--- src/sv/mpc_pkg.sv ---
`timescale 1ns / 1ps
`default_nettype none
// ----------------------------------------------------------------------------
// mpc_pkg
// Shared types, sizes and the median edge predictor for the pixel codec.
// ----------------------------------------------------------------------------
package mpc_pkg;

	localparam int MAX_WIDTH = 2048;
	localparam int COL_W     = $clog2(MAX_WIDTH);
	localparam int PIX_W     = 8;
	localparam int CFG_W     = 16;
	localparam int CFG_IDX_W = 2;

	localparam logic [CFG_IDX_W-1:0] REG_DECODE_MODE  = 2'd0;
	localparam logic [CFG_IDX_W-1:0] REG_FRAME_WIDTH  = 2'd1;
	localparam logic [CFG_IDX_W-1:0] REG_FRAME_HEIGHT = 2'd2;

	localparam logic [COL_W-1:0] WIDTH_LAST_RST  = COL_W'(640 - 1);
	localparam logic [15:0]      HEIGHT_LAST_RST = 16'd479;

	// item handed from the scan cell to the predict cell
	typedef struct packed {
		logic [COL_W-1:0] col;
		logic             border;
		logic             frame_end;
		logic [PIX_W-1:0] sample;
	} scan_t;

	// line buffer write port
	typedef struct packed {
		logic             en;
		logic [COL_W-1:0] addr;
		logic [PIX_W-1:0] data;
	} lb_wr_t;

	function automatic logic [PIX_W-1:0] med_predict(
		input logic [PIX_W-1:0] a,
		input logic [PIX_W-1:0] b,
		input logic [PIX_W-1:0] c
	);
		logic [PIX_W-1:0] lo;
		logic [PIX_W-1:0] hi;
		logic [PIX_W:0]   grad;
		lo   = (a < b) ? a : b;
		hi   = (a < b) ? b : a;
		grad = {1'b0, a} + {1'b0, b} - {1'b0, c};
		if (c >= hi) begin
			return lo;
		end else if (c <= lo) begin
			return hi;
		end
		return grad[PIX_W-1:0];
	endfunction

endpackage
`default_nettype wire

--- src/sv/mpc_scan_cell.sv ---
`timescale 1ns / 1ps
`default_nettype none
// ----------------------------------------------------------------------------
// mpc_scan_cell
// Input cell: raster counters, column clamp, line buffer read and the
// stage-1 item register handed to the predict cell.
// ----------------------------------------------------------------------------
module mpc_scan_cell (
	input  wire                           clk,
	input  wire                           arst_n,
	input  wire                           s_tvalid,
	output logic                          s_tready,
	input  wire [mpc_pkg::PIX_W-1:0]      s_tdata,
	input  wire [mpc_pkg::COL_W-1:0]      width_last,
	input  wire [15:0]                    height_last,
	input  wire                           take,
	output mpc_pkg::scan_t                item_s1,
	output logic                          item_valid_s1,
	output logic                          rd_en,
	output logic [mpc_pkg::COL_W-1:0]     rd_addr
);
	import mpc_pkg::*;

	logic [COL_W-1:0] col_q;
	logic [15:0]      row_q;
	logic [COL_W-1:0] col;
	logic             last_col;
	logic             last_row;
	logic             accept;

	assign s_tready = !item_valid_s1 || take;
	assign accept   = s_tvalid && s_tready;
	assign col      = (col_q > width_last) ? width_last : col_q;
	assign last_col = (col == width_last);
	assign last_row = (row_q >= height_last);
	assign rd_en    = accept;
	assign rd_addr  = col;

	always_ff @(posedge clk or negedge arst_n) begin
		if (!arst_n) begin
			col_q         <= '0;
			row_q         <= '0;
			item_valid_s1 <= 1'b0;
		end else begin
			if (accept) begin
				item_valid_s1 <= 1'b1;
				if (last_col) begin
					col_q <= '0;
					row_q <= last_row ? 16'd0 : row_q + 16'd1;
				end else begin
					col_q <= col + COL_W'(1);
				end
			end else if (take) begin
				item_valid_s1 <= 1'b0;
			end
		end
	end

	always_ff @(posedge clk) begin
		if (accept) begin
			item_s1.col       <= col;
			item_s1.border    <= (row_q == 16'd0) || (col == '0);
			item_s1.frame_end <= last_col && last_row;
			item_s1.sample    <= s_tdata;
		end
	end

endmodule
`default_nettype wire

--- config.mk ---
export PLATFORM = sky130hd
export DESIGN_NAME = mpc_scan_cell
export DESIGN_NICKNAME = d
export VERILOG_FILES = /design/src/sv/mpc_pkg.sv /design/src/sv/mpc_scan_cell.sv
export SDC_FILE = /design/constraint.sdc
export NUM_CORES = 1
export LEC_CHECK = 0
export ABC_AREA = 1
export BUFFER_PORTS_ARGS = -buffer_cell sky130_fd_sc_hd__clkbuf_2
export CAP_MARGIN = 20
export CORE_MARGIN = 10
export CORE_UTILIZATION = 55
export CTS_BUF_LIST = sky130_fd_sc_hd__clkbuf_16
export DETAILED_ROUTE_END_ITERATION = 16
export PLACE_DENSITY = 0.9
export SYNTH_ARGS = -nofsm -noshare
export SYNTH_HDL_FRONTEND = slang
export SYNTH_SLANG_ARGS = --single-unit
--- constraint.sdc ---
create_clock -name clk -period 2.8 [get_ports clk]
set_clock_uncertainty 0.15 [all_clocks]
set_input_delay 0.28 -clock clk [delete_from_list [all_inputs] [get_ports clk]]
set_output_delay 0.28 -clock clk [all_outputs]
set_load 0.005 [all_outputs]
# [After elaboration in Yosys (flattened, before gate mapping)]
# Cells that the tools add are included.
[totals] out_inout_bits=35 wordCells=26 register_bits=49
[classes] addsub=2 n_reduce_logical=9 muxes=5 n_lt_le_gt_ge=2 n_eq_ne=1
[ops] op="$mux 11" count=2
[ops] op="$add 16x1->16 const B" count=1
[ops] op="$ge 16x16->1" count=1
[ops] op="$logic_not 16->1" count=1
[ops] op="$mux 16" count=1
[ops] op="$add 11x1->11 const B" count=1
[ops] op="$eq 11x11->1" count=1
[ops] op="$gt 11x11->1" count=1
[ops] op="$logic_not 11->1" count=1
[ops] op="$logic_and 1x1->1" count=2
[ops] op="$logic_or 1x1->1" count=2
[ops] op="$mux 1" count=2
[ops] op="$reduce_and 2->1" count=1
[ops] op="$reduce_bool 2->1" count=1
[ops] op="$logic_not 1->1" count=1

# [Depth between registers and ports, before layout]
[depth] ltp_word=4 mapped_depth=20 mapped_depth_nobuf=19

# [Worst setup path after synthesis]
# OpenSTA, ideal clock, no wires.
[synth_path] path_kind="reg2reg" startpoint="register col_q[10]" endpoint="register col_q[8]" path_stages_with_launch=19 required_time_ns=2.509 arrival_ns=2.263 setup_slack_ns=0.246 period_less_slack_ns=2.554 path_cell_list="dfrtp_1 -> ha_1 -> nand2_1 -> inv_2 -> nand2_2 -> nor2_4 -> nand4_4 -> nand2_4 -> buf_6 -> nand2_1 -> nand2_1 -> ha_1 -> nand2_1 -> nor2_2 -> nand2_1 -> nand2_1 -> nor2_1 -> nand2_1 -> o21ai_1"
[synth_via] elab_chain_len=4 elab_cells_between_ends=5 classes_between="add/sub: 1; order compare: 1; eq/ne: 1; mux: 2"
[synth_lines] element="start, declared" line_no="mpc_scan_cell.sv:24" rtl="logic [COL_W-1:0] col_q;"
[synth_lines] element="start signal, assigned" line_no="mpc_scan_cell.sv:51" rtl="col_q <= col + COL_W'(1);"
[synth_lines] element="$gt 11x11->1 *" line_no="mpc_scan_cell.sv:33" rtl="assign col = (col_q > width_last) ? width_last : col_q;"
[synth_lines] element="$mux 11 *" line_no="mpc_scan_cell.sv:33"
[synth_lines] element="via rd_addr, one bit" line_no="mpc_scan_cell.sv:20" rtl="output logic [mpc_pkg::COL_W-1:0] rd_addr"
[synth_lines] element="$add 11x1->11 or $eq 11x11->1 (tied branches)" line_no="mpc_scan_cell.sv:51, mpc_scan_cell.sv:34"
[synth_lines] element="$mux 11 *" line_no="mpc_scan_cell.sv:47" rtl="if (last_col) begin"
# Mark *: on every way through the listed nets, which the timed path passes. The rest lies on a longest branch.
# A chain may end at the register's enable or synchronous reset.

# [Worst setup path after layout]
[layout_path] startpoint="register col_q[8]" endpoint="register item_s1[9] (netlist bit) (data pin)"
[layout_via] elab_chain_len=4
[layout_lines] element="$gt 11x11->1" line_no="mpc_scan_cell.sv:33"
[layout_lines] element="$mux 11 *" line_no="mpc_scan_cell.sv:33"
[layout_lines] element="$logic_not 11->1 *" line_no="mpc_scan_cell.sv:62" rtl="item_s1.border <= (row_q == 16'd0) || (col == '0);"
[layout_lines] element="$logic_or 1x1->1 *" line_no="mpc_scan_cell.sv:62"
[layout_lines] element="end, declared" line_no="mpc_scan_cell.sv:17" rtl="output mpc_pkg::scan_t item_s1,"
# Every way passes the cells marked *; elsewhere a longest branch is shown, timed or not.

==> results.md <==
Logic synthesis:
- Summing the sequential cell areas from Yosys gives 38.1% of the chip area.
- The number of different library cells in the post-synthesis netlist is 31.
- After Yosys synthesis, XOR and XNOR cells account for 4.51% of the synthesized area.
- The fraction of the mapped netlist area in simple logic gates is 32.7%.
- The total of warnings raised by yosys is 0.
- After synthesis the netlist holds a flip-flop and latch count of 49.
- Each instance of the synthesized netlist takes up on average 7.80 um2.
- The share of cell area taken by muxes after synthesis is 0%.
- Summing the areas of all compound-gate instances in the mapped netlist gives 4.80% of the synthesized area.
- The post-synthesis cell area is 3490 um2.
- The number of instances in the synthesized netlist is 448.
- The net count of the mapped netlist is 518.
- The synthesized-area fraction occupied by adder cells is 11.1%.
- By area, the combinational part of the netlist is dominated by simple AND/OR/NAND/NOR gates.

Pwr:
- The total power consumption of the routed design is 3580 uW.
- The analysis attributes to cell leakage a power of 0.00227 uW.
- Per report_power, the sequential group accounts for 28.8% of the total.
- The part of the power in the clock network is 16.4%.
- The net load switching power is 1540 uW.
- The internal portion of the total power is 2040 uW.
- The power density normalized to cell area is 829 nW/um2.
- VDD sags by at most 0.540 mV.
- The switching share of power is 43.0%.
- Combinational logic is responsible for 54.8% of the overall power.

Final layout:
- In the layout the commonest cells are sky130_fd_sc_hd__nand2_1 (134), sky130_fd_sc_hd__clkbuf_2 (73), sky130_fd_sc_hd__inv_1 (56).
- The finished cells cover 4310 um2.
- The fraction of layout instances using a drive strength above 1 is 25.8%.
- The most frequent standard cell in the layout excluding fill and tap cells is sky130_fd_sc_hd__nand2_1.
- The area growth from synthesis to final layout is 23.4%.
- The total inserted antenna cells is 0.
- The net count of the finished layout is 612.
- The final standard cell utilization of the core is 71.2%.
- After the flow finishes, the layout carries non-filler instances totaling 618.

Clock network:
- TritonCTS built the clock tree.
- The H-tree depth reported by CTS is 2.
- After clock tree synthesis, the clock-pin slew on the worst setup and hold paths is 0.06 ns.
- Clock latency on the worst-skew pair, taken at its later pin, is 0.29 ns.
- The number of clock sinks is 49.
- The buffer depth of the longest clock path is 2.
- The root buffer selected by CTS is sky130_fd_sc_hd__clkbuf_16.
- Counting the buffers created by CTS gives 5.

Flow run:
- The tool flagged a number of max-cap violations equal to 0.

Detailed routing:
- The number of DRC violations after detailed routing is 0.
- The routed design has 9.75 mm of wire.
- The mean number of vias per cell is 5.59.
- Before antenna repair, the detailed router went through 4 iterations.
- The starting DRC count in detailed routing is 279.
- The total vias in the final route is 3454.
- Once detail routing completed, the nets flagged for antenna violations numbered 0.
- The average wire per standard cell is 15.8 um.

Place:
- The number of I/O port buffers is 73.
- The half-perimeter wire length after detailed placement is 7.24 mm.
- The cell count after placement is 605.
- The cell area after placement is 4020 um2.
- The post-placement worst setup slack is -0.0562 ns.
- Routability-driven placement finished with a final weighted congestion of 0.973.

GRT:
- Across every metal layer, demand over resource in global routing totals 18.1%.
- Entering global routing, the biggest net connects 33 pins.
- The total grt overflow is 0.
- The first global-routing pass estimated 15.0 mm of wire.
- The number of antenna violations at the first check in global routing came to 0.
- The via count of the first global-routing pass is 3275.

Floorplanning:
- The floorplan step defined a die boundary enclosing 9940 um2.
- The core region is 6060 um2.
- For this configuration, the core starts out at a cell density of 57.7%.
- Measured along the y axis, the die boundary spans 99.7 um.
- The number of top-level pins is 74.
- The die outline width is 99.7 um.
- The site row count is 28.

STA:
- Setup violations remaining at the end of the flow were counted as 0.
- Setup repair after global routing could not meet its margin everywhere.
- For this run, the top clock speed supported by timing is 0.359 GHz.
- The number of pins with negative max-slew slack in the final report is 0.
- The count of endpoints failing hold in the final timing report is 0.
- The clock period minus worst slack is 2.79 ns.
- The slew of the pin with the lowest slew margin is 0.763 ns.
- The final critical path takes up 99.6% of the cycle.
- Across all setup checks in the final design, the least slack found is 0.0120 ns.
- The worst slew margin relative to its limit is 49.2%.

Setup path:
- The worst path arrival time is 2.79 ns.
- Along the worst path, the maximum fanout reaches 8.
- STA classifies the critical path startpoint as a flip-flop.
- STA classifies the critical path endpoint as a flip-flop.
- The critical path is of the reg -> reg type.
- Data on the critical path is required at its endpoint by 2.80 ns.

Run status:
- The flow ran to the end, and the final reports show no timing, DRC or antenna violations.

Worst hold path:
- The min-delay analysis places its worst path in the category in -> reg.
## routing by layer
metal / track usage [%] / vias up / part of all wire [%] / wire, um
met5: 0 / - / 0 / 0
met4: 5.73 / 0 / 2.6 / 256
met3: 4.36 / 35 / 8.2 / 804
met2: 31.1 / 175 / 48 / 4730
met1: 21.6 / 1598 / 41 / 3970
li1: - / 1646 / - / -
## through the flow
step	hold WS (ns)	setup TNS, ns
3_3_place_gp	0.223	0
2_1_floorplan	-0.166	0
6_report	0.0176	0
4_1_cts	0.0190	0
5_1_grt	0.0183	-2.14
3_5_place_dp	0.233	-0.112
## power by group through the flow
stage | clock network (uW) | logic, uW | registers, uW
global placement | 0 | 1630 | 1030
CTS | 596 | 1720 | 1020
finish | 588 | 1960 | 1030
floorplan | 0 | 1050 | 1050
detailed placement | 0 | 1680 | 1040
global route | 630 | 2140 | 1040
## worst max-delay path, cell delays in order (launching register included)
cell                      delay, ns
sky130_fd_sc_hd__dfrtp_1       0.42
sky130_fd_sc_hd__ha_1          0.31
sky130_fd_sc_hd__nand2_1       0.06
sky130_fd_sc_hd__inv_1         0.07
sky130_fd_sc_hd__nand2_2       0.07
sky130_fd_sc_hd__nor2_4        0.14
sky130_fd_sc_hd__nand4_4       0.17
sky130_fd_sc_hd__buf_4         0.23
sky130_fd_sc_hd__nand3_1       0.11
sky130_fd_sc_hd__nand2_2       0.13
sky130_fd_sc_hd__inv_1         0.10
sky130_fd_sc_hd__ha_1          0.21
sky130_fd_sc_hd__nand3_1       0.09
sky130_fd_sc_hd__nor3_1        0.18
sky130_fd_sc_hd__nand4_1       0.12
sky130_fd_sc_hd__nand2_1       0.08
## state kept, by name, indices dropped and copies added (netlist names)
signal and count:
col_q 11, item_s1 21, row_q 16, item_valid_s1 1
## synth_stat cells
master / n / area share, %
sky130_fd_sc_hd__nand4_4: 1 / 0.61
sky130_fd_sc_hd__nor2_1: 33 / 3.5
sky130_fd_sc_hd__nand4_1: 7 / 1.3
sky130_fd_sc_hd__nand2_2: 7 / 1.3
sky130_fd_sc_hd__a31oi_1: 1 / 0.18
sky130_fd_sc_hd__o211ai_1: 1 / 0.21
sky130_fd_sc_hd__ha_1: 31 / 11
sky130_fd_sc_hd__nor2_2: 3 / 0.54
sky130_fd_sc_hd__nand2_1: 138 / 15
sky130_fd_sc_hd__xnor2_1: 8 / 2.0
sky130_fd_sc_hd__nor2_4: 1 / 0.32
sky130_fd_sc_hd__clkinv_1: 1 / 0.11
sky130_fd_sc_hd__nor3_1: 5 / 0.72
sky130_fd_sc_hd__dfrtp_1: 28 / 20
sky130_fd_sc_hd__a21oi_1: 13 / 1.9
sky130_fd_sc_hd__edfxtp_1: 21 / 18
sky130_fd_sc_hd__buf_4: 2 / 0.43
sky130_fd_sc_hd__inv_1: 56 / 6.0
sky130_fd_sc_hd__nand2_4: 2 / 0.64
sky130_fd_sc_hd__nand3_1: 31 / 4.4
sky130_fd_sc_hd__nor4_1: 5 / 0.90
sky130_fd_sc_hd__nand4_2: 1 / 0.36
sky130_fd_sc_hd__o21ai_1: 7 / 1.0
sky130_fd_sc_hd__xor2_1: 10 / 2.5
sky130_fd_sc_hd__o21ai_0: 9 / 1.3
sky130_fd_sc_hd__a31o_2: 1 / 0.25
sky130_fd_sc_hd__nand3_2: 4 / 1.1
sky130_fd_sc_hd__clkbuf_1: 4 / 0.43
sky130_fd_sc_hd__buf_6: 5 / 1.6
sky130_fd_sc_hd__inv_2: 2 / 0.21
sky130_fd_sc_hd__nand3b_1: 10 / 2.1
## area by class of cell
cell class / instances / area, um2
well taps: 75 / 93.8
multi-input cells: 331 / 1960
clock buffers: 5 / 125
flip-flops and latches: 49 / 1330
inverters: 59 / 221
clock inverters: 3 / 16.3
repair buffers: 96 / 561
fillers: 441 / 1750
## timing repair
action | 4_1_cts | 5_1_grt
buffers inserted | 0 | 2
setup endpoints to repair | 2 | 29
gates cloned | 0 | 2
hold buffers | 1 | 0
pin swaps | 0 | 5
gates resized for setup | 2 | 18
hold endpoints to repair | 28 | 0
## path summary, 6_finish.rpt
kind                          startpoint             to  slack [ns]  depth (start not counted)
setup / recovery                col_q[8]     item_s1[9]        0.01                         15
hold / removal                s_tdata[0]     item_s1[0]        0.02                          1
setup reg to reg                col_q[8]     item_s1[9]        0.01                         15
hold reg to reg            item_valid_s1  item_valid_s1        0.39                          2
max in group asynchronous         arst_n      row_q[15]        1.56                          2
min in group asynchronous         arst_n       row_q[9]        0.44                          2
## kinds of logic (layout without fill, tap and decap cells)
kind of cell | after synthesis | in the layout
and+or+nand+nor | 248 | 250
buffers and inverters | 70 | 163
DFF | 49 | 49
AOI/OAI and AO/OA | 32 | 32
adders and majority gates | 31 | 31
xor gates and xnor gates | 18 | 18
Note: power is estimated with default switching activity, not from simulation.
