## config.mk

```make
export PLATFORM = sky130hd
export DESIGN_NAME = mpc_pred_cell
export DESIGN_NICKNAME = d
export VERILOG_FILES = /design/src/sv/mpc_pkg.sv /design/src/sv/mpc_pred_cell.sv
export SDC_FILE = /design/constraint.sdc
export NUM_CORES = 1
export LEC_CHECK = 0
export BUFFER_PORTS_ARGS = -buffer_cell sky130_fd_sc_hd__buf_2
export CORE_ASPECT_RATIO = 2
export CORE_MARGIN = 2
export CORE_UTILIZATION = 39
export CTS_BUF_LIST = sky130_fd_sc_hd__clkbuf_4
export DETAILED_ROUTE_END_ITERATION = 8
export GPL_TIMING_DRIVEN = 1
export MAX_ROUTING_LAYER = met4
export RECOVER_POWER = 25
export SETUP_SLACK_MARGIN = 0.3
export SLEW_MARGIN = 10
export SYNTH_ARGS = -nofsm -noshare
export SYNTH_HDL_FRONTEND = slang
export SYNTH_SLANG_ARGS = --single-unit
```

## constraint.sdc

```tcl
create_clock -name clk -period 8.2 [get_ports clk]
set_clock_uncertainty 0.1 [all_clocks]
set_input_delay 0.41 -clock clk [delete_from_list [all_inputs] [get_ports clk]]
set_output_delay 0.41 -clock clk [all_outputs]
set_load 0.01 [all_outputs]
```

## src/sv/mpc_pkg.sv

```systemverilog
`timescale 1ns / 1ps
`default_nettype none
// ----------------------------------------------------------------------------
// mpc_pkg
// Shared types, sizes and the median edge predictor for the pixel codec.
// ----------------------------------------------------------------------------
package mpc_pkg;

	localparam int MAX_WIDTH = 2048;
	localparam int COL_W     = $clog2(MAX_WIDTH);
	localparam int PIX_W     = 8;
	localparam int CFG_W     = 16;
	localparam int CFG_IDX_W = 2;

	localparam logic [CFG_IDX_W-1:0] REG_DECODE_MODE  = 2'd0;
	localparam logic [CFG_IDX_W-1:0] REG_FRAME_WIDTH  = 2'd1;
	localparam logic [CFG_IDX_W-1:0] REG_FRAME_HEIGHT = 2'd2;

	localparam logic [COL_W-1:0] WIDTH_LAST_RST  = COL_W'(640 - 1);
	localparam logic [15:0]      HEIGHT_LAST_RST = 16'd479;

	// item handed from the scan cell to the predict cell
	typedef struct packed {
		logic [COL_W-1:0] col;
		logic             border;
		logic             frame_end;
		logic [PIX_W-1:0] sample;
	} scan_t;

	// line buffer write port
	typedef struct packed {
		logic             en;
		logic [COL_W-1:0] addr;
		logic [PIX_W-1:0] data;
	} lb_wr_t;

	function automatic logic [PIX_W-1:0] med_predict(
		input logic [PIX_W-1:0] a,
		input logic [PIX_W-1:0] b,
		input logic [PIX_W-1:0] c
	);
		logic [PIX_W-1:0] lo;
		logic [PIX_W-1:0] hi;
		logic [PIX_W:0]   grad;
		lo   = (a < b) ? a : b;
		hi   = (a < b) ? b : a;
		grad = {1'b0, a} + {1'b0, b} - {1'b0, c};
		if (c >= hi) begin
			return lo;
		end else if (c <= lo) begin
			return hi;
		end
		return grad[PIX_W-1:0];
	endfunction

endpackage
`default_nettype wire

```

## src/sv/mpc_pred_cell.sv

```systemverilog
`timescale 1ns / 1ps
`default_nettype none
// ----------------------------------------------------------------------------
// mpc_pred_cell
// Predict cell: left and upper-left neighbors, MED prediction, residual or
// reconstruction, line buffer write-back and the output register.
// ----------------------------------------------------------------------------
module mpc_pred_cell (
	input  wire                           clk,
	input  wire                           arst_n,
	input  wire mpc_pkg::scan_t           item_s1,
	input  wire                           item_valid_s1,
	input  wire [mpc_pkg::PIX_W-1:0]      up,
	input  wire                           decode_mode,
	output logic                          take,
	output mpc_pkg::lb_wr_t               wr,
	output logic                          m_tvalid,
	input  wire                           m_tready,
	output logic [mpc_pkg::PIX_W-1:0]     m_tdata,
	output logic                          m_tlast
);
	import mpc_pkg::*;

	logic [PIX_W-1:0] left_q;
	logic [PIX_W-1:0] upper_left_q;
	logic [PIX_W-1:0] pred;
	logic [PIX_W-1:0] pixel;
	logic [PIX_W-1:0] result;

	assign take  = item_valid_s1 && (!m_tvalid || m_tready);
	assign pred  = item_s1.border ? '0 : med_predict(left_q, up, upper_left_q);
	assign pixel = decode_mode ? item_s1.sample + pred : item_s1.sample;
	assign result = decode_mode ? pixel : item_s1.sample - pred;

	assign wr.en   = take;
	assign wr.addr = item_s1.col;
	assign wr.data = pixel;

	always_ff @(posedge clk or negedge arst_n) begin
		if (!arst_n) begin
			left_q       <= '0;
			upper_left_q <= '0;
			m_tvalid     <= 1'b0;
		end else begin
			if (take) begin
				left_q       <= pixel;
				upper_left_q <= up;
				m_tvalid     <= 1'b1;
			end else if (m_tready) begin
				m_tvalid <= 1'b0;
			end
		end
	end

	always_ff @(posedge clk) begin
		if (take) begin
			m_tdata <= result;
			m_tlast <= item_s1.frame_end;
		end
	end

endmodule
`default_nettype wire

```

Yosys cells after proc, flatten, opt, wreduce, memory -nomap -nowiden
Cells that the tools add are included.

Add/sub/neg operators: 4. $mul: 0. Div/mod/pow operators: 0. Order comparisons: 3. Equal/unequal tests: 0. Shifts and indexed selects: 0. Mux-type cells: 12. Bitwise operators: 0. Reductions and logical operators: 4.

Operators by type and width (count): 8-bit 2-to-1 mux (8); 8-bit adder (2); 8-bit subtractor (2); 8-bit greater-or-equal comparator (1); 8-bit <= comparator (1); 8-bit < comparator (1); 1-bit 2-to-1 mux (4); 2-bit nonzero test (1); 1-bit logical AND (1); 1-bit zero test (1); 1-bit logical OR (1).

Register bits after elaboration: 26. Latch bits: 0. RAM bits: 0. ROM bits: 0. Input port bits: 34. Output and inout bits: 31. Word-level logic and storage cells: 28. Memories kept: 0.

Longest topological paths before layout
Gate-level depths: netlist of run 1.

Depth in word-level cells: 10. Depth in mapped cells: 27. Mapped depth without buffers: 25.

Least setup slack after synthesis of run 1
Ideal clock, no wire load.

Path type: input -> output. Start: input port up[1] in the netlist's numbering. End: output port wr[7] in the netlist's numbering. Data arrival time: 5.185 ns. Data required time: 7.690 ns. Setup slack: 2.505 ns. Stages on the path: 26. Path buffers: 3. Cell sequence: inv_1 > ha_1 > a211oi_1 > o221ai_1 > o21ai_4 > buf_4 > buf_4 > nor2_1 > a21oi_1 > ha_1 > nand4_1 > nor2_1 > o22ai_1 > clkbuf_1 > mux2i_1 > nor2_1 > a211o_1 > ha_1 > inv_1 > o21a_1 > nor2_1 > o31a_1 > a221oi_4 > or2_2 > a21oi_1 > nand4b_1.

RTL lines: from (decl) (RTL line mpc_pred_cell.sv:13) `input wire [mpc_pkg::PIX_W-1:0] up,`; to (decl) (RTL line mpc_pred_cell.sv:16) `output mpc_pkg::lb_wr_t wr,`.

==> results of run 1 <==
==> power by group <==
part	internal, mW	switching [mW]	leakage (nW)
Clock	0.0181	0.0494	0.0154
Combinational	0.567	0.732	1.37
Sequential	0.197	0.0438	0.288
Total	0.782	0.826	1.68
==> cell type report <==
| class | instances | share of cell area, % |
|---|---|---|
| diodes | 1 | 0.0724 |
| inverters | 44 | 4.78 |
| clock buffers | 3 | 0.651 |
| well taps | 98 | 3.55 |
| clock inverters | 1 | 0.109 |
| multi-input cells | 273 | 64.2 |
| repair buffers | 44 | 6.55 |
| flip-flops and latches | 26 | 20.1 |
==> sequential cells by signal, indices dropped and copies added (netlist names) <==
name and cells:
m_tdata 8, m_tvalid 1, m_tlast 1, left_q 8
upper_left_q 8
==> Yosys cell counts (all sizes together) <==
cell	n	area (sq um)
a211o	4	35.0
a211oi	14	105
a21o	7	52.6
a21oi	29	145
a221o	1	10.0
a221oi	1	26.3
a22oi	1	7.51
a31oi	1	21.3
and2	2	12.5
and4b	1	10.0
buf	16	114
clkbuf	8	30.0
clkinv	1	3.75
dfrtp	17	425
edfxtp	9	270
fa	9	180
ha	46	576
inv	43	161
mux2	8	90.1
mux2i	16	160
nand2	16	60.1
nand2b	7	43.8
nand3	1	5.00
nand3b	1	7.51
nand4	3	18.8
nand4b	1	8.76
nor2	32	120
nor2b	2	12.5
nor3	6	30.0
o2111ai	1	8.76
o211ai	1	7.51
o21a	4	30.0
o21ai	22	121
o21bai	5	37.5
o221a	1	20.0
o221ai	1	8.76
o22a	1	8.76
o22ai	2	18.8
o31a	1	8.76
or2	2	12.5
or3	2	12.5
or4	1	11.3
xnor2	18	158
xor2	2	17.5
==> cells by family after synthesis <==
| logic type | after synthesis |
|---|---|
| AO/OA/AOI/OAI | 97 |
| AND/OR/NAND/NOR | 77 |
| buffers and inverters | 68 |
| adder cells (fa/ha/maj) | 55 |
| flip-flops | 26 |
| multiplexers | 24 |
| XOR/XNOR | 20 |
==> worst reg2reg max path, cell delays in order, from the launching register on <==
cell and delay (ns):
sky130_fd_sc_hd__dfrtp_1 0.51, sky130_fd_sc_hd__ha_1 0.31, sky130_fd_sc_hd__a211oi_1 0.47, sky130_fd_sc_hd__o221ai_1 0.28, sky130_fd_sc_hd__o21ai_4 0.35, sky130_fd_sc_hd__mux2i_1 0.33
sky130_fd_sc_hd__ha_1 0.29, sky130_fd_sc_hd__a21o_1 0.17, sky130_fd_sc_hd__a21o_1 0.18, sky130_fd_sc_hd__a221o_1 0.55, sky130_fd_sc_hd__inv_1 0.28, sky130_fd_sc_hd__nor2_1 0.08
sky130_fd_sc_hd__a211oi_1 0.31, sky130_fd_sc_hd__ha_1 0.23, sky130_fd_sc_hd__inv_1 0.06, sky130_fd_sc_hd__fa_1 0.41, sky130_fd_sc_hd__o21bai_1 0.17, sky130_fd_sc_hd__a21oi_1 0.13
sky130_fd_sc_hd__o21bai_1 0.19, sky130_fd_sc_hd__a21oi_1 0.10, sky130_fd_sc_hd__xor2_1 0.15, sky130_fd_sc_hd__nand2_1 0.09, sky130_fd_sc_hd__o21ai_0 0.11, sky130_fd_sc_hd__mux2_2 0.28
==> stage by stage <==
step	power [mW]	instances	hold slack, ns	setup WS, ns	util [%]
after floorplan	1.24	367	0.0144	2.51	-
after detailed placement	1.54	484	0.280	1.57	41.8
final	1.61	490	0.100	1.35	42.3
after global routing	1.78	490	0.0840	0.952	42.3
after global placement	1.52	484	0.287	1.66	41.8
after CTS	1.62	489	0.103	1.29	42.3
==> metal layers <==
| layer | GRT usage [%] | part of all wire, % | vias to the layer above |
|---|---|---|---|
| met1 | 20.0 | 36 | 1250 |
| met4 | 9.00 | 3.4 | 0 |
| met2 | 36.9 | 58 | 41 |
| met3 | 1.28 | 2.6 | 13 |
| li1 | - | - | 1316 |
| met5 | - | 0 | - |
==> timing repair <==
action                    4_1_cts  5_1_grt
resized for setup               0        0
hold buffers                    1        0
hold endpoints to repair       17        0
==> how the worst min path moves through the flow <==
stage / from / slack (ns) / end / cells past startpoint
finish: item_s1[8] / 0.10 / m_tlast$_DFFE_PP_ / 1
global route: item_s1[8] / 0.08 / m_tlast$_DFFE_PP_ / 1
CTS: item_s1[8] / 0.10 / m_tlast$_DFFE_PP_ / 1
detailed placement: arst_n / 0.28 / left_q[6]$_DFFE_PN0P_ / 1
global placement: arst_n / 0.29 / left_q[7]$_DFFE_PN0P_ / 1
floorplan: arst_n / 0.01 / left_q[0]$_DFFE_PN0P_ / 0
==> results.yml, run 1 <==
outcome:
  outcome: "finished clean"
synth:
  synth-simple-area-share_pct: 11.3
  post_synth_fa_ha_maj_area_fraction_pct: 23.4
  dominant_combinational_cell_family_by_area_after_synthesis: "adder cells"
  muxShareOfSynthArea_pct: 7.76
  synth.lib_cells_used.distinct: 50
  xor_xnor_share_of_the_synthesized_area_pct: 5.43
  yosys_warnings: 0
  ys_seq_elements: 26
  synthesized_netlist_cell_count: 367
  synth.net_count: 456
  syn-cell-area_sq_um: 3220
  ys_seq_area_share_pct: 21.6
  synth-compound-area-share_pct: 20.9
  syn-mean-instance-area_sq_um: 8.79
layout:
  syn2layout_area_growth_pct: 7.26
  final-seq-area_sq_um: 696
  fillerInstances: 854
  layout-drive-gt1-share_pct: 15.3
  most_frequent_cells_in_the_layout: "sky130_fd_sc_hd__ha_1 (46), sky130_fd_sc_hd__inv_1 (43), sky130_fd_sc_hd__buf_2 (41), sky130_fd_sc_hd__nor2_1 (32), sky130_fd_sc_hd__a21oi_1 (29)"
  final_common_cell: "sky130_fd_sc_hd__ha_1"
  final_net_count: 481
  multi_input_area_sq_um: 2220
  final_design_area_no_fill_sq_um: 3460
sta:
  report.final.hold_viol_count: 0
  period_minus_slack_ns: 6.85
  report.final.slew_viol_count: 0
  unrepaired_setup_endpoints_after_global_routing: "false"
  fmaxAchievable_mhz: 146
  max-slew-margin-rel_pct: 26.3
  fin_setup_tns_ns: 0
  finalCritPeriodShare_pct: 83.6
  finalSetupViolCount: 0
  worst_slew_pin_slew_ns: 1.11
critical_path:
  slowest_stage_delay_cp_ns: 0.55
  critical_path.cell_chain: "ha_1, a211oi_1, o221ai_1, o21ai_4, mux2i_1, ha_1, a21o_1, a21o_1, a221o_1, inv_1, nor2_1, a211oi_1, ha_1, nor2b_1, o21a_1, nor2_1, o31a_1, a221oi_4, or2_2, a21oi_1, nand4b_1, buf_2"
  worstPathMaxFanout: 25
  crit_buf_inv: 2
  critPathArrivalTime_ns: 6.34
  reg2reg_from: "left_q[7]$_DFFE_PN0P_"
  setup.worst_path.start_class: "flop"
  cp_common_cell: "sky130_fd_sc_hd__ha_1"
  critPathRequiredTime_ns: 7.69
  r2r_end: "left_q[6]$_DFFE_PN0P_"
  crit_path_start: "left_q[7]$_DFFE_PN0P_"
  rrSetupSlack_ns: 1.97
  path_delay_family: "compound AO/OA/AOI/OAI gates"
  worst_setup_path_end_kind: "output pin"
  worst_setup_path_endpoint: "wr[7]"
  worst_path_max_delay_cell: "sky130_fd_sc_hd__a221o_1"
  criticalPathCategory: "reg2out"
  ff2ff_path_depth: 23
  cp.depth: 22
detailed_routing:
  totalWireLength_um: 8070
  via_per_inst: 5.35
  detailroute.via_count: 2620
  first_iter_violations: 112
  drtAntennaViolNets: 0
  drtPass1Iterations: 4
  avg_wl_per_cell_um: 16.5
  remaining_drc_errors: 0
placed_design:
  dp.final_hpwl_um: 6740
  gp_routability_congestion: 0.877
  placement.cell_area_sq_um: 3420
  place.port_buffers: 42
power_and_ir_drop:
  irDropWorstVdd_mv: 0.186
  power_density_nw_per_um2: 465
  power_leakage_nw: 1.68
floorplanning:
  dieHeight_um: 133
  floorplan.die_area_sq_um: 9060
  fp.dieW_um: 68.3
  floorplan.rows: 47
  start_util_pct: 39.4
  design.core.area_sq_um: 8170
  num_io_pins: 65
min_path:
  class_of_the_tightest_hold_or_removal_check: "in2reg"
clock_network:
  cts_made_buffers: 3
  htree_levels: 1
  path_clk_slew_ns: 0.17
  clock-sinks: 26
  tritoncts: "built"
  ctsRootBufferMaster: "sky130_fd_sc_hd__clkbuf_4"
  cts_setup_buffers: 0
  cts.path.max_buffers: 2
  insertion_delay_ns: 0.37
grt:
  grt_max_degree: 28
  global_route_wire_length_before_repair_um: 13100
  grt_pass1_vias: 2704
  antenna_found_initial: 1
  groute.usage.overall_pct: 19.9
  overflow: 0
flow_run:
  cap_violations: 0
Note: power is estimated with default switching activity, not from simulation.
==> run 2: changes to the inputs <==
Settings changed: ABC_AREA set to 1.
Clock period 8.2 ns to 6.1 ns, I/O delays scaled along.
==> results.yml, run 2 <==
outcome:
  outcome: "finished clean"
power_and_ir_drop:
  power_leakage_nw: 1.96
  power_density_nw_per_um2: 632
  netSwitchingPower_mw: 1.30
  internal_power_mw: 1.04
  p_seq_share_pct: 12.9
  design_power_total_mw: 2.33
  irDropWorstVdd_mv: 0.322
  power_switching_share_pct: 55.5
  combPwrFrac_pct: 83.2
  clock_power_share_pct: 4.0
clock_network:
  path_clk_slew_ns: 0.16
  tritoncts: "built"
  clock-sinks: 26
  insertion_delay_ns: 0.37
  ctsRootBufferMaster: "sky130_fd_sc_hd__clkbuf_4"
  cts_made_buffers: 3
  htree_levels: 1
  cts.path.max_buffers: 2
synth:
  yosys_warnings: 0
  syn-mean-instance-area_sq_um: 7.57
  synth.net_count: 527
  synthMostInstantiatedCell: "sky130_fd_sc_hd__nand2_1"
  yosys.area.top_type_share_pct: 17.4
  synthesized_netlist_cell_count: 438
  synth_edf_count: 9
  synth_largest_area_cell: "sky130_fd_sc_hd__ha_1"
  ys_seq_area_share_pct: 21.0
  synth_top_flop_cell: "sky130_fd_sc_hd__dfrtp_1"
  netlist_top_cells_area: "sky130_fd_sc_hd__ha_1 (17%), sky130_fd_sc_hd__dfrtp_1 (13%), sky130_fd_sc_hd__nand2_1 (12%)"
  yosys-top-cells-count: "sky130_fd_sc_hd__nand2_1 (102), sky130_fd_sc_hd__inv_1 (66), sky130_fd_sc_hd__ha_1 (46), sky130_fd_sc_hd__a21oi_1 (27), sky130_fd_sc_hd__o21ai_0 (27)"
  synth.lib_cells_used.distinct: 40
  syn-cell-area_sq_um: 3320
  asyncSetResetFlopFracSynth_pct: 65.4
  ys_seq_elements: 26
critical_path:
  critPathRequiredTime_ns: 5.69
  setup.worst_path.start_class: "flop"
  worst_setup_path_end_kind: "output pin"
  worst_path_max_delay_cell: "sky130_fd_sc_hd__dfrtp_2"
  rrSetupSlack_ns: 1.26
  r2r_end: "m_tdata[6]$_DFFE_PP_"
  path_delay_family: "compound AO/OA/AOI/OAI gates"
  ff2ff_path_depth: 29
  slowest_stage_delay_cp_ns: 0.46
  criticalPathCategory: "reg2out"
  crit_buf_inv: 6
  worstPathMaxFanout: 7
  critPathArrivalTime_ns: 4.97
  reg2reg_from: "left_q[7]$_DFFE_PN0P_"
  cp.depth: 26
flow_run:
  cap_violations: 0
grt:
  groute.layer.met2.usage_pct: 40.1
  grt_most_used_layer: "met2"
  grt_pass1_vias: 2942
  global_route_wire_length_before_repair_um: 14300
  grt_max_degree: 31
  globalRouteMet1Util_pct: 19.6
  antenna_found_initial: 1
  overflow: 0
  globalRouteMet3Util_pct: 0.376
  groute.usage.overall_pct: 20.1
detailed_routing:
  totalWireLength_um: 8900
  avg_wl_per_cell_um: 15.5
  drtAntennaViolNets: 0
  via_per_inst: 5.11
  first_iter_violations: 149
  remaining_drc_errors: 0
  drtPass1Iterations: 4
  detailroute.via_count: 2938
layout:
  layoutNonFillerInstCount: 575
  final_common_cell: "sky130_fd_sc_hd__nand2_1"
  largest_regs: "left_q: 8 flops, m_tdata: 8 flops, upper_left_q: 8 flops"
  layout-drive-gt1-share_pct: 21.4
  most_frequent_cells_in_the_layout: "sky130_fd_sc_hd__nand2_1 (102), sky130_fd_sc_hd__inv_1 (66), sky130_fd_sc_hd__ha_1 (45), sky130_fd_sc_hd__buf_2 (41), sky130_fd_sc_hd__a21oi_1 (27)"
  syn2layout_area_growth_pct: 11.3
  final_net_count: 566
sta:
  finalWorstSetupSlack_ns: 0.722
  fmaxAchievable_mhz: 186
  fin_setup_tns_ns: 0
  finalSetupViolCount: 0
  report.final.slew_viol_count: 0
  unrepaired_setup_endpoints_after_global_routing: "false"
  max-slew-margin-rel_pct: 27.5
  finalCritPeriodShare_pct: 88.2
  period_minus_slack_ns: 5.38
  report.final.hold_viol_count: 0
  worst_slew_pin_slew_ns: 1.09
floorplanning:
  design.core.area_sq_um: 8290
  fp.dieW_um: 69.2
  floorplan.rows: 47
  dieHeight_um: 134
  floorplan.die_area_sq_um: 9300
  start_util_pct: 40.0
  num_io_pins: 65
min_path:
  min_delay_worst_endpoint: "m_tvalid$_DFFE_PN0P_"
  hp-start: "m_tready"
  class_of_the_tightest_hold_or_removal_check: "in2reg"
  hold_depth: 4
placed_design:
  place.port_buffers: 42
  dp.final_hpwl_um: 7410
  dp_slack_ns: 0.563
  place_inst: 559
  gp_routability_congestion: 0.926
[run 2: how the worst max path moves through the flow]
stage                          start  endpoint  slack (ns)
3_5_place_dp                   up[7]     wr[6]        0.56
4_1_cts        left_q[7]$_DFFE_PN0P_     wr[6]        0.31
6_report       left_q[7]$_DFFE_PN0P_     wr[6]        0.72
3_3_place_gp                   up[7]     wr[6]        0.63
5_1_grt        left_q[7]$_DFFE_PN0P_     wr[6]        0.33
2_1_floorplan  left_q[7]$_DFFE_PN0P_     wr[6]        1.55
[run 2: area by class of cell]
type / instances / area, sq um
multi-input combinational: 319 / 2260
timing repair buffer: 52 / 289
clock buffer: 4 / 30.0
inverter: 75 / 289
fill: 875 / 4600
antenna: 1 / 2.50
sequential: 26 / 697
tap: 98 / 123
[run 2: worst register-to-register path, delay by kind of cell, from the launching register on]
family | cells | cell delay (ns)
fa+ha+maj | 4 | 1.12
compound gates | 3 | 0.55
flops | 1 | 0.46
simple gates | 18 | 2.15
buf+inv | 4 | 0.24
[run 2: power by group through the flow]
stage               logic (mW)  registers [mW]  clock network [mW]
CTS                       1.80           0.305              0.0958
detailed placement        1.78           0.310                   0
global route              2.19           0.308               0.101
finish                    1.94           0.300              0.0927
floorplan                 1.40           0.309                   0
global placement          1.75           0.308                   0
[run 2: kinds of logic (layout without fill, tap and decap cells)]
| kind of cell | Yosys count | count (layout) | synth area share, % |
|---|---|---|---|
| AOI/OAI and AO/OA | 89 | 89 | 15.2 |
| xor gates and xnor gates | 10 | 10 | 2.64 |
| adders and majority gates | 55 | 55 | 22.8 |
| buffers and inverters | 94 | 131 | 13.6 |
| DFF | 26 | 26 | 21.0 |
| other | 0 | 1 | 0 |
| and+or+nand+nor | 164 | 165 | 24.8 |
[run 2: metrics by stage]
| stage | util (%) | instance area [sq um] | hold WS, ns |
|---|---|---|---|
| global route | 44.5 | 3690 | 0.0987 |
| CTS | 42.6 | 3540 | 0.00309 |
| floorplan | - | 3320 | -0.0906 |
| finish | 44.5 | 3690 | 0.0746 |
| detailed placement | 42.0 | 3480 | 0.172 |
| global placement | 42.0 | 3480 | 0.168 |
[run 2: routing by layer]
metal	wire length [um]	vias to the layer above	share of wire [%]
met1	3160	1374	35
li1	-	1495	-
met3	165	16	1.9
met2	5250	53	59
met4	332	0	3.7
met5	0	-	0
[run 2: what timing repair did]
item | CTS | global route
setup buffers | 0 | 8
endpoints found under the setup margin | 1 | 6
hold buffers | 1 | 1
gates resized for setup | 3 | 16
cloned | 0 | 1
endpoints found under the hold margin | 17 | 1
pin swaps | 0 | 6
